<file path="config.mk">
export PLATFORM = sky130hd
export DESIGN_NAME = prfc_action
export DESIGN_NICKNAME = d
export VERILOG_FILES = /design/src/rtl/core/prfc_pkg.sv /design/src/rtl/core/prfc_action.sv
export SDC_FILE = /design/constraint.sdc
export NUM_CORES = 1
export LEC_CHECK = 0
export CAP_MARGIN = 40
export CORE_AREA = 5 5 42 44
export DETAILED_ROUTE_END_ITERATION = 8
export DIE_AREA = 0 0 47 49
export DONT_BUFFER_PORTS = 1
export PLACE_DENSITY = 0.4
export RECOVER_POWER = 100
export SLEW_MARGIN = 20
export SYNTH_ARGS = -nofsm -noshare
export SYNTH_HDL_FRONTEND = slang
export SYNTH_SLANG_ARGS = --single-unit
</file>
<file path="constraint.sdc">
create_clock -name vclk -period 0.87
set_input_delay 0.0435 -clock vclk [all_inputs]
set_output_delay 0.0435 -clock vclk [all_outputs]
set_load 0.1 [all_outputs]
</file>
<file path="src/rtl/core/prfc_pkg.sv">
// ----------------------------------------------------------------------------
// prfc_pkg: shared types and constants of the reply frame checker
// Frame markers, checksum limits, register indexes, action codes and the
// bundle of command codes that goes to the action decoder.
// ----------------------------------------------------------------------------
package prfc_pkg;

	localparam logic [7:0] START_HI      = 8'h7E;
	localparam logic [7:0] START_LO      = 8'hFF;
	localparam logic [7:0] END_MARK      = 8'hEF;
	localparam logic [2:0] MAX_SUM_LEN   = 3'd6;
	localparam logic [7:0] SETMODE_PARAM = 8'd2;
	localparam logic [7:0] IDLE_LIMIT    = 8'd3;
	localparam logic [3:0] LAST_POS      = 4'd9;

	localparam logic [7:0] POWER_ON_RST  = 8'd63;
	localparam logic [7:0] STOPPED_RST   = 8'd61;
	localparam logic [7:0] ERROR_RST     = 8'd64;

	typedef enum logic [1:0] {
		CFG_POWER_ON = 2'd0,
		CFG_STOPPED  = 2'd1,
		CFG_ERROR    = 2'd2,
		CFG_UNUSED   = 2'd3
	} cfg_idx_t;

	typedef enum logic [1:0] {
		ACT_NONE       = 2'd0,
		ACT_SET_MODE   = 2'd1,
		ACT_SET_VOLUME = 2'd2,
		ACT_AMP_OFF    = 2'd3
	} action_t;

	typedef struct packed {
		logic [7:0] power_on;
		logic [7:0] stopped;
		logic [7:0] error;
	} codes_t;

endpackage

</file>
<file path="src/rtl/core/prfc_action.sv">
// ----------------------------------------------------------------------------
// prfc_action: reply action decoder
// Maps the command of a checked frame to the action the host should take.
// ----------------------------------------------------------------------------
module prfc_action (
	input  prfc_pkg::codes_t  codes,
	input  logic              frame_ok,
	input  logic [7:0]        cmd,
	input  logic [7:0]        param_lo,
	input  logic [7:0]        idle_seconds,
	input  logic              in_call,
	output prfc_pkg::action_t action
);

	logic short_idle;

	assign short_idle = (idle_seconds != 8'd0) && (idle_seconds <= prfc_pkg::IDLE_LIMIT);

	// power-on wins over stopped, stopped over error when codes collide
	always_comb begin
		action = prfc_pkg::ACT_NONE;
		if (frame_ok) begin
			if (cmd == codes.power_on) begin
				action = (param_lo != prfc_pkg::SETMODE_PARAM) ? prfc_pkg::ACT_SET_MODE
				                                               : prfc_pkg::ACT_SET_VOLUME;
			end else if (cmd == codes.stopped) begin
				action = (short_idle || !in_call) ? prfc_pkg::ACT_AMP_OFF : prfc_pkg::ACT_NONE;
			end else if (cmd == codes.error) begin
				action = prfc_pkg::ACT_AMP_OFF;
			end
		end
	end

endmodule

</file>
==> results by stage, run 1 <==
Floorplan:
- Pin placement for this block handled 52 I/O pins.
- The starting density of the core is 27.6%.
- The die height is between 40 and 50 um.
- The floorplan step defined a die boundary enclosing roughly 0.0023 mm^2.
- The total area inside the core boundary comes to around 0.0014 mm^2.
- The die is ~47 um wide.
- The row count is 14.

Yosys:
- The synthesized netlist net count is just under 100.
- Yosys printed 0 warnings.
- Of the total synthesized cell area, the portion taken by full adders, half adders and majority gates is 0%.
- Summing the areas of all compound-gate instances in the mapped netlist gives under 10% of the synthesized area.
- The post-synthesis xor/xnor area fraction is between 50% and 60%.
- The synthesized design spends more area on one cell type than any other, namely sky130_fd_sc_hd__xor2_1.
- The dominant combinational cell family by area after synthesis is XOR/XNOR gates.
- Sorting the synthesized cells by area gives the leading types as sky130_fd_sc_hd__xor2_1, sky130_fd_sc_hd__xnor2_1, sky130_fd_sc_hd__nor4_4, sky130_fd_sc_hd__nand4_1, sky130_fd_sc_hd__nor4_1.
- The synthesized netlist devotes around 37% of its cell area to simple gates.
- The summed instance area of the synthesized netlist is approximately 390 um^2.
- After technology mapping, the gate count stands at 49.
- The portion of the post-synthesis area used by sequential elements is 0%.
- A synthesized cell averages roughly 7.9 um^2.
- In this run the biggest area consumer among cell types represents a little over a third of the synthesized area.
- The multiplexer share of the synthesized area is 0%.
- The number of unique standard cell types used by synthesis is 14.

Cells and area:
- In the final layout, flip-flops and latches occupy 0 um^2.
- Compared with the post-synthesis result, the final layout area differs by 37.9%.
- The filler-free cell count of the finished design is 70.
- The share of layout cells above drive strength 1 is between 20% and 30%.
- The clock buffer instance count of the final layout is 0.
- The number of inserted filler cells in the final layout is ~170.
- The design has 0 sequential cells.
- The summed area of non-filler cells in the final layout is between 500 and 600 um^2.
- For this run, the post-layout net count is 106.
- Summing all multi-input logic gate instances after layout gives 447 um^2.
- Cells fill 38.0% of the core in the end.
- The repair_antennas step left the layout with diodes totalling 0.

Timing:
- The worst setup margin is -0.354 ns.
- For the pin with the worst max-slew slack, the measured transition is around 0.33 ns.
- The final number of hold-violating endpoints is 0.
- Setup repair after global routing could not meet its margin everywhere.
- For this run, the top clock speed supported by timing is around 820 MHz.
- Setup violations remaining at the end of the flow were counted as 2.
- Measured against its own limit, the worst slew margin works out to between 70% and 80%.
- The post-route minimum period is 1.22 ns.
- The setup total negative slack is -0.685 ns.
- The final period utilization is 141%.
- The final number of max-transition violations is 0.
- The worst hold slack across all endpoints is 0.426 ns.

Routing:
- After detailed routing, the average wire length per cell comes to approximately 16 um.
- For this run, design rule violations remaining after detail routing come to 0.
- The number of vias per cell after detailed routing is approximately 5.4.
- For this block, the initial DRC count from the detailed router was 0.
- The overall via count from detail_route is approximately 380.
- Wires add up to around 1100 um.
- The number of optimization iterations in the first detailed-route pass is 1.
- The count of nets left with antenna violations once routing finished came out at 0.

Critical path:
- The category of the worst setup path capture point is an output pin.
- The startpoint class of the critical path is a primary input.
- The worst endpoint required time is roughly 0.83 ns.
- The data arrival time at the worst-slack endpoint is between 1 and 1.5 ns.
- The critical path is of the primary input to output pin type.
- The peak fanout along the critical path is 3.

Placement:
- Routability-driven placement finished with a final weighted congestion of approximately 0.62.
- Before CTS, the worst setup slack after placement is -0.456 ns.
- In this run the tool buffered the top-level ports with 0 buffer cells.
- After legalization and detailed placement, the total HPWL measured ~1100 um.
- In this run, placement finished with an instance count of ~70.
- After detailed placement, the total cell area comes to between 500 and 600 um^2.

Pwr:
- The power consumption is between 0.15 and 0.2 mW.
- Summed over all cells, the static leakage comes to about 0.18 nW.
- For this design the ratio of total power to cell area is 313 mW/mm^2.
- The largest voltage drop on the vdd net is around 0.11 mV.

Global routing:
- Global routing finished with a remaining overflow of 0.
- The number of global-route vias before repair is about 480.
- The initial antenna violation count is 0.
- The first global-routing pass estimated between 1500 and 2000 um of wire.
- The global-route usage over all layers is under 10%.
- The largest net degree at the start of global routing is 5.

Hold path:
- The cell count of the worst hold path is 3.
- The worst hold path belongs to the class primary input to output pin.

Job:
- The max-cap violation count is 0.

Outcome:
- The flow ran to the end, but the final reports show violations.
- The final reports fail on negative setup slack.

Clock tree:
- The total of hold buffers inserted after clock tree synthesis is 0.
worst paths after layout:
path / from / to / slack (ns)
setup / recovery: codes[22] / action[1] / -0.35
hold / removal: frame_ok / action[0] / 0.43
worst max-delay path, cell delays in order:
cell,delay [ns]
sky130_fd_sc_hd__xor2_4,0.17
sky130_fd_sc_hd__nor4_4,0.30
sky130_fd_sc_hd__nand2_2,0.10
sky130_fd_sc_hd__o211ai_1,0.28
sky130_fd_sc_hd__nand3_4,0.11
sky130_fd_sc_hd__buf_12,0.17
cells by family (layout without fill, tap and decap cells):
group / Yosys count / after routing
xor+xnor: 24 / 24
compound gates: 4 / 4
simple gates: 20 / 20
buf+inv: 1 / 6
layout make-up:
type	count	share of cell area, %
Multi-Input combinational cell	48	83.8
Timing Repair Buffer	5	11.7
Tap cell	16	3.76
Inverter	1	0.704
cells in the mapped netlist (all sizes together):
cell type	instances
nor4	6
nand4	4
nor4b	1
nor2	1
nand2	4
xnor2	8
o211ai	3
a21boi	1
nor3	1
nand3	3
xor2	16
inv	1
power breakdown:
group	internal (mW)	leakage, nW	total [mW]	switching, mW
clock network	0	0	0	0
logic	0.0922	0.182	0.167	0.0748
registers	0	0	0	0
total	0.0922	0.182	0.167	0.0748
routing by layer:
| layer | vias up | wire length [um] | GRT usage [%] | share of wire, % |
|---|---|---|---|---|
| met3 | 0 | 140 | 1.48 | 12 |
| met1 | 165 | 344 | 11.5 | 30 |
| met2 | 26 | 648 | 18.8 | 57 |
| li1 | 187 | - | - | - |
| met4 | 0 | 0 | 0 | 0 |
| met5 | - | 0 | 0 | 0 |
placed cells by master, fill, tap and decap left out:
cell type	Yosys	final
sky130_fd_sc_hd__o211ai_1	3	3
sky130_fd_sc_hd__nor2_1	1	1
sky130_fd_sc_hd__nand3_1	3	1
sky130_fd_sc_hd__xor2_1	16	14
sky130_fd_sc_hd__nand2_2	1	1
sky130_fd_sc_hd__xnor2_1	8	8
sky130_fd_sc_hd__nor4_2	0	2
sky130_fd_sc_hd__nor4_1	4	2
sky130_fd_sc_hd__inv_1	1	1
sky130_fd_sc_hd__nand2_1	3	3
sky130_fd_sc_hd__nor3_1	1	1
sky130_fd_sc_hd__nor4b_1	1	1
sky130_fd_sc_hd__nand4_1	4	4
sky130_fd_sc_hd__xor2_2	0	1
sky130_fd_sc_hd__nor4_4	2	2
sky130_fd_sc_hd__buf_12	0	2
sky130_fd_sc_hd__a21boi_1	0	1
sky130_fd_sc_hd__nand3_4	0	2
sky130_fd_sc_hd__xor2_4	0	1
sky130_fd_sc_hd__buf_4	0	3
timing repair:
action | in CTS | in global routing
setup endpoints to repair | 2 | 2
pin swaps | 1 | 0
buffers inserted | 1 | 0
gates resized for setup | 3 | 1
gates cloned | 0 | 0
(Power assumes the default switching activity.)
==> run 2: changes to the inputs <==
--- a/config.mk
+++ b/config.mk
@@ -10,7 +10,7 @@
 export DETAILED_ROUTE_END_ITERATION = 8
 export DIE_AREA = 0 0 47 49
 export DONT_BUFFER_PORTS = 1
-export PLACE_DENSITY = 0.4
+export PLACE_DENSITY = 0.39
 export RECOVER_POWER = 100
 export SLEW_MARGIN = 20
 export SYNTH_ARGS = -nofsm -noshare
==> constraint.sdc (replaced) <==
create_clock -name vclk -period 1.2
set_input_delay 0.06 -clock vclk [all_inputs]
set_output_delay 0.06 -clock vclk [all_outputs]
set_load 0.1 [all_outputs]
==> run 2 against run 1 <==
Compared with the run above: core utilization increased by 0.36 points; routed wire length up 5.4%; largest power group unchanged; total power decreased by 27%; sequential share of layout area did not move; the flow still finishes with violations (negative setup slack); setup slack better by 0.30 ns; combinational power shrank 27%; cell area grew 0.94%.
==> results by stage, run 2 (synthesis gave the netlist of run 1 again) <==
Routing:
- The number of vias per cell after detailed routing was 5.44 (+0.79%).
- The number of optimization iterations in the first detailed-route pass is 1 (unchanged).
- The residual DRC count is 0 (unchanged).
- The remaining antenna violation count is 0 (unchanged).
- The detailed router's first-iteration violation count came to 0 (unchanged).
- The average wire per standard cell came to 17.1 um (+5.4%).
- The detailed-route wire length was 1190 um (+5.4%).
- The overall via count from detail_route is 381 (+0.79%).

Placement:
- The placed instance area is 505 um^2 (unchanged).
- The worst setup timing slack at the placement stage is -0.137 ns (+0.320 ns).
- The global placer's final weighted congestion is 0.667 (+6.9%).
- The number of input and output port buffers inserted is 0 (unchanged).
- The HPWL after detailed placement is 1180 um (+7.7%).

Critical path:
- The category of the worst setup path capture point is an output pin.
- The biggest cell delay along the critical path is 0.31 ns (about the same).
- For this design, the slowest cell found on the critical path is sky130_fd_sc_hd__nor4_4.
- The worst endpoint required time is 1.14 ns (+0.31 ns).
- The startpoint class of the critical path is a primary input.
- The number of buffers and inverters on the critical path is 1 (unchanged).
- The data arrival time at the worst-slack endpoint was 1.19 ns (about the same).
- Walking the worst path, the cells encountered are xor2_4, nor4_4, nand2_2, o211ai_1, nand3_4, buf_12.
- The peak fanout along the critical path was 3 (unchanged).
- The type of the worst setup path is primary input to output pin.
- The kind of cell with the highest combined delay along the critical path is simple AND/OR/NAND/NOR gates.

Pwr:
- The static leakage is 0.183 nW (+0.70%).
- The largest voltage drop on the vdd net came to 0.102 mV (-11%).
- The power density over cell area came to 227 mW/mm^2 (-28%).
- The power consumption is 0.122 mW (-27%).

Floorplan:
- The die height is 49 um (unchanged).
- The die area is 0.00230 mm^2 (unchanged).
- The starting density of the core is 27.6% (unchanged).
- The row count is 14 (unchanged).
- The count of boundary I/O pins is 52 (unchanged).
- The core region area came to 0.00140 mm^2 (unchanged).
- The die width is 47 um (unchanged).

Timing:
- The final number of hold-violating endpoints is 0 (unchanged).
- The slew of the pin with the lowest slew margin is 0.384 ns (+0.0517 ns).
- The worst hold slack across all endpoints is 0.454 ns (+0.0279 ns).
- The worst setup margin is -0.0502 ns (+0.304 ns).
- The final number of max-transition violations is 0 (unchanged).
- After layout, the worst path uses 104% of the clock period.
- The final setup violation count was 2 (unchanged).
- The setup total negative slack is -0.0893 ns (+0.595 ns).
- The post-route minimum period is roughly 1.3 ns.
- The headroom to the max-slew limit is 74.2% (-3.5 points).
- For this run, the top clock speed supported by timing is roughly 800 MHz.
- Setup repair after global routing could not meet its margin everywhere.

Global routing:
- The remaining global-route overflow came to 0 (unchanged).
- The first-pass GRT wire length is 1960 um (+5.5%).
- The initial antenna violation count is 0 (unchanged).
- The number of global-route vias before repair came to 472 (-2.1%).
- The global-route usage over all layers is 10.7% (+0.91 points).
- The largest net degree at the start of global routing is 5 (unchanged).

Cells and area:
- The summed area of non-filler cells in the final layout is 538 um^2 (+0.94%).
- The top cell types in the final layout, fill and taps aside, are sky130_fd_sc_hd__xor2_1, sky130_fd_sc_hd__xnor2_1, sky130_fd_sc_hd__nand4_1.
- The total area of sequential cells is 0 um^2 (unchanged).
- The clock buffer instance count of the final layout is 0 (unchanged).
- The share of layout cells above drive strength 1 was 24.1% (-1.9 points).
- The number of antenna diodes came to 0 (unchanged).
- The number of sequential cells is 0 (unchanged).
- The net count reported at finish was 106 (unchanged).
- The most frequent standard cell in the layout excluding fill and tap cells is sky130_fd_sc_hd__xor2_1.
- From synthesis to final layout, the design area changed by 39.2%.

Outcome:
- The run finished, with violations left.
- The checks that failed: negative setup slack.

Hold path:
- The worst hold path terminates at action[0].
- The hold path startpoint is frame_ok.
- The type of the tightest min-delay check is primary input to output pin.
- The cell count of the worst hold path is 3 (unchanged).

Clock tree:
- The total of hold buffers inserted after clock tree synthesis was 0 (unchanged).

Job:
- The max-cap violation count is 0 (unchanged).
==> run 2: cell counts in the layout (fill, tap and decap cells not counted) <==
No cell type changed its count.
==> run 2: stage by stage <==
stage	utilization (%)	instances
2_1_floorplan	-	49
3_3_place_gp	36.1	69
3_5_place_dp	36.1	69
4_1_cts	36.6	70
5_1_grt	38.4	70
6_report	38.4	70
==> run 2: worst max path at each step <==
stage	startpoint	end	depth (start not counted)
5_1_grt	codes[18]	action[1]	6
3_5_place_dp	idle_seconds[2]	action[0]	6
2_1_floorplan	codes[22]	action[1]	5
3_3_place_gp	idle_seconds[2]	action[0]	6
6_report	codes[22]	action[1]	6
4_1_cts	codes[22]	action[1]	6
==> run 2: repair_timing <==
action                     4_1_cts  5_1_grt
setup endpoints to repair        2        2
setup buffers                    1        0
pin swaps                        1        2
resized for setup                1        3
==> run 2: area by class of cell <==
class	count	area [um^2]
fillers	156	863
inverters	1	3.75
multi-input cells	48	452
well taps	16	20.0
repair buffers	5	62.6
==> run 2: per-layer routing <==
metal  up-vias  wire length [um]  track usage (%)
met2        25               673             21.0
met3         0               151             2.58
li1        188                 -                -
met4         0                 0                0
met5         -                 0                0
met1       168               369             11.5
==> run 2: where the power goes <==
group | internal, mW | total, mW | switching (mW)
logic | 0.0685 | 0.122 | 0.0536
registers | 0 | 0 | 0
clock network | 0 | 0 | 0
total | 0.0685 | 0.122 | 0.0536
==> run 2: tightest hold or removal path: stages <==
cell and delay [ns]:
sky130_fd_sc_hd__nand4_1 0.09, sky130_fd_sc_hd__nand3_4 0.08, sky130_fd_sc_hd__buf_12 0.17
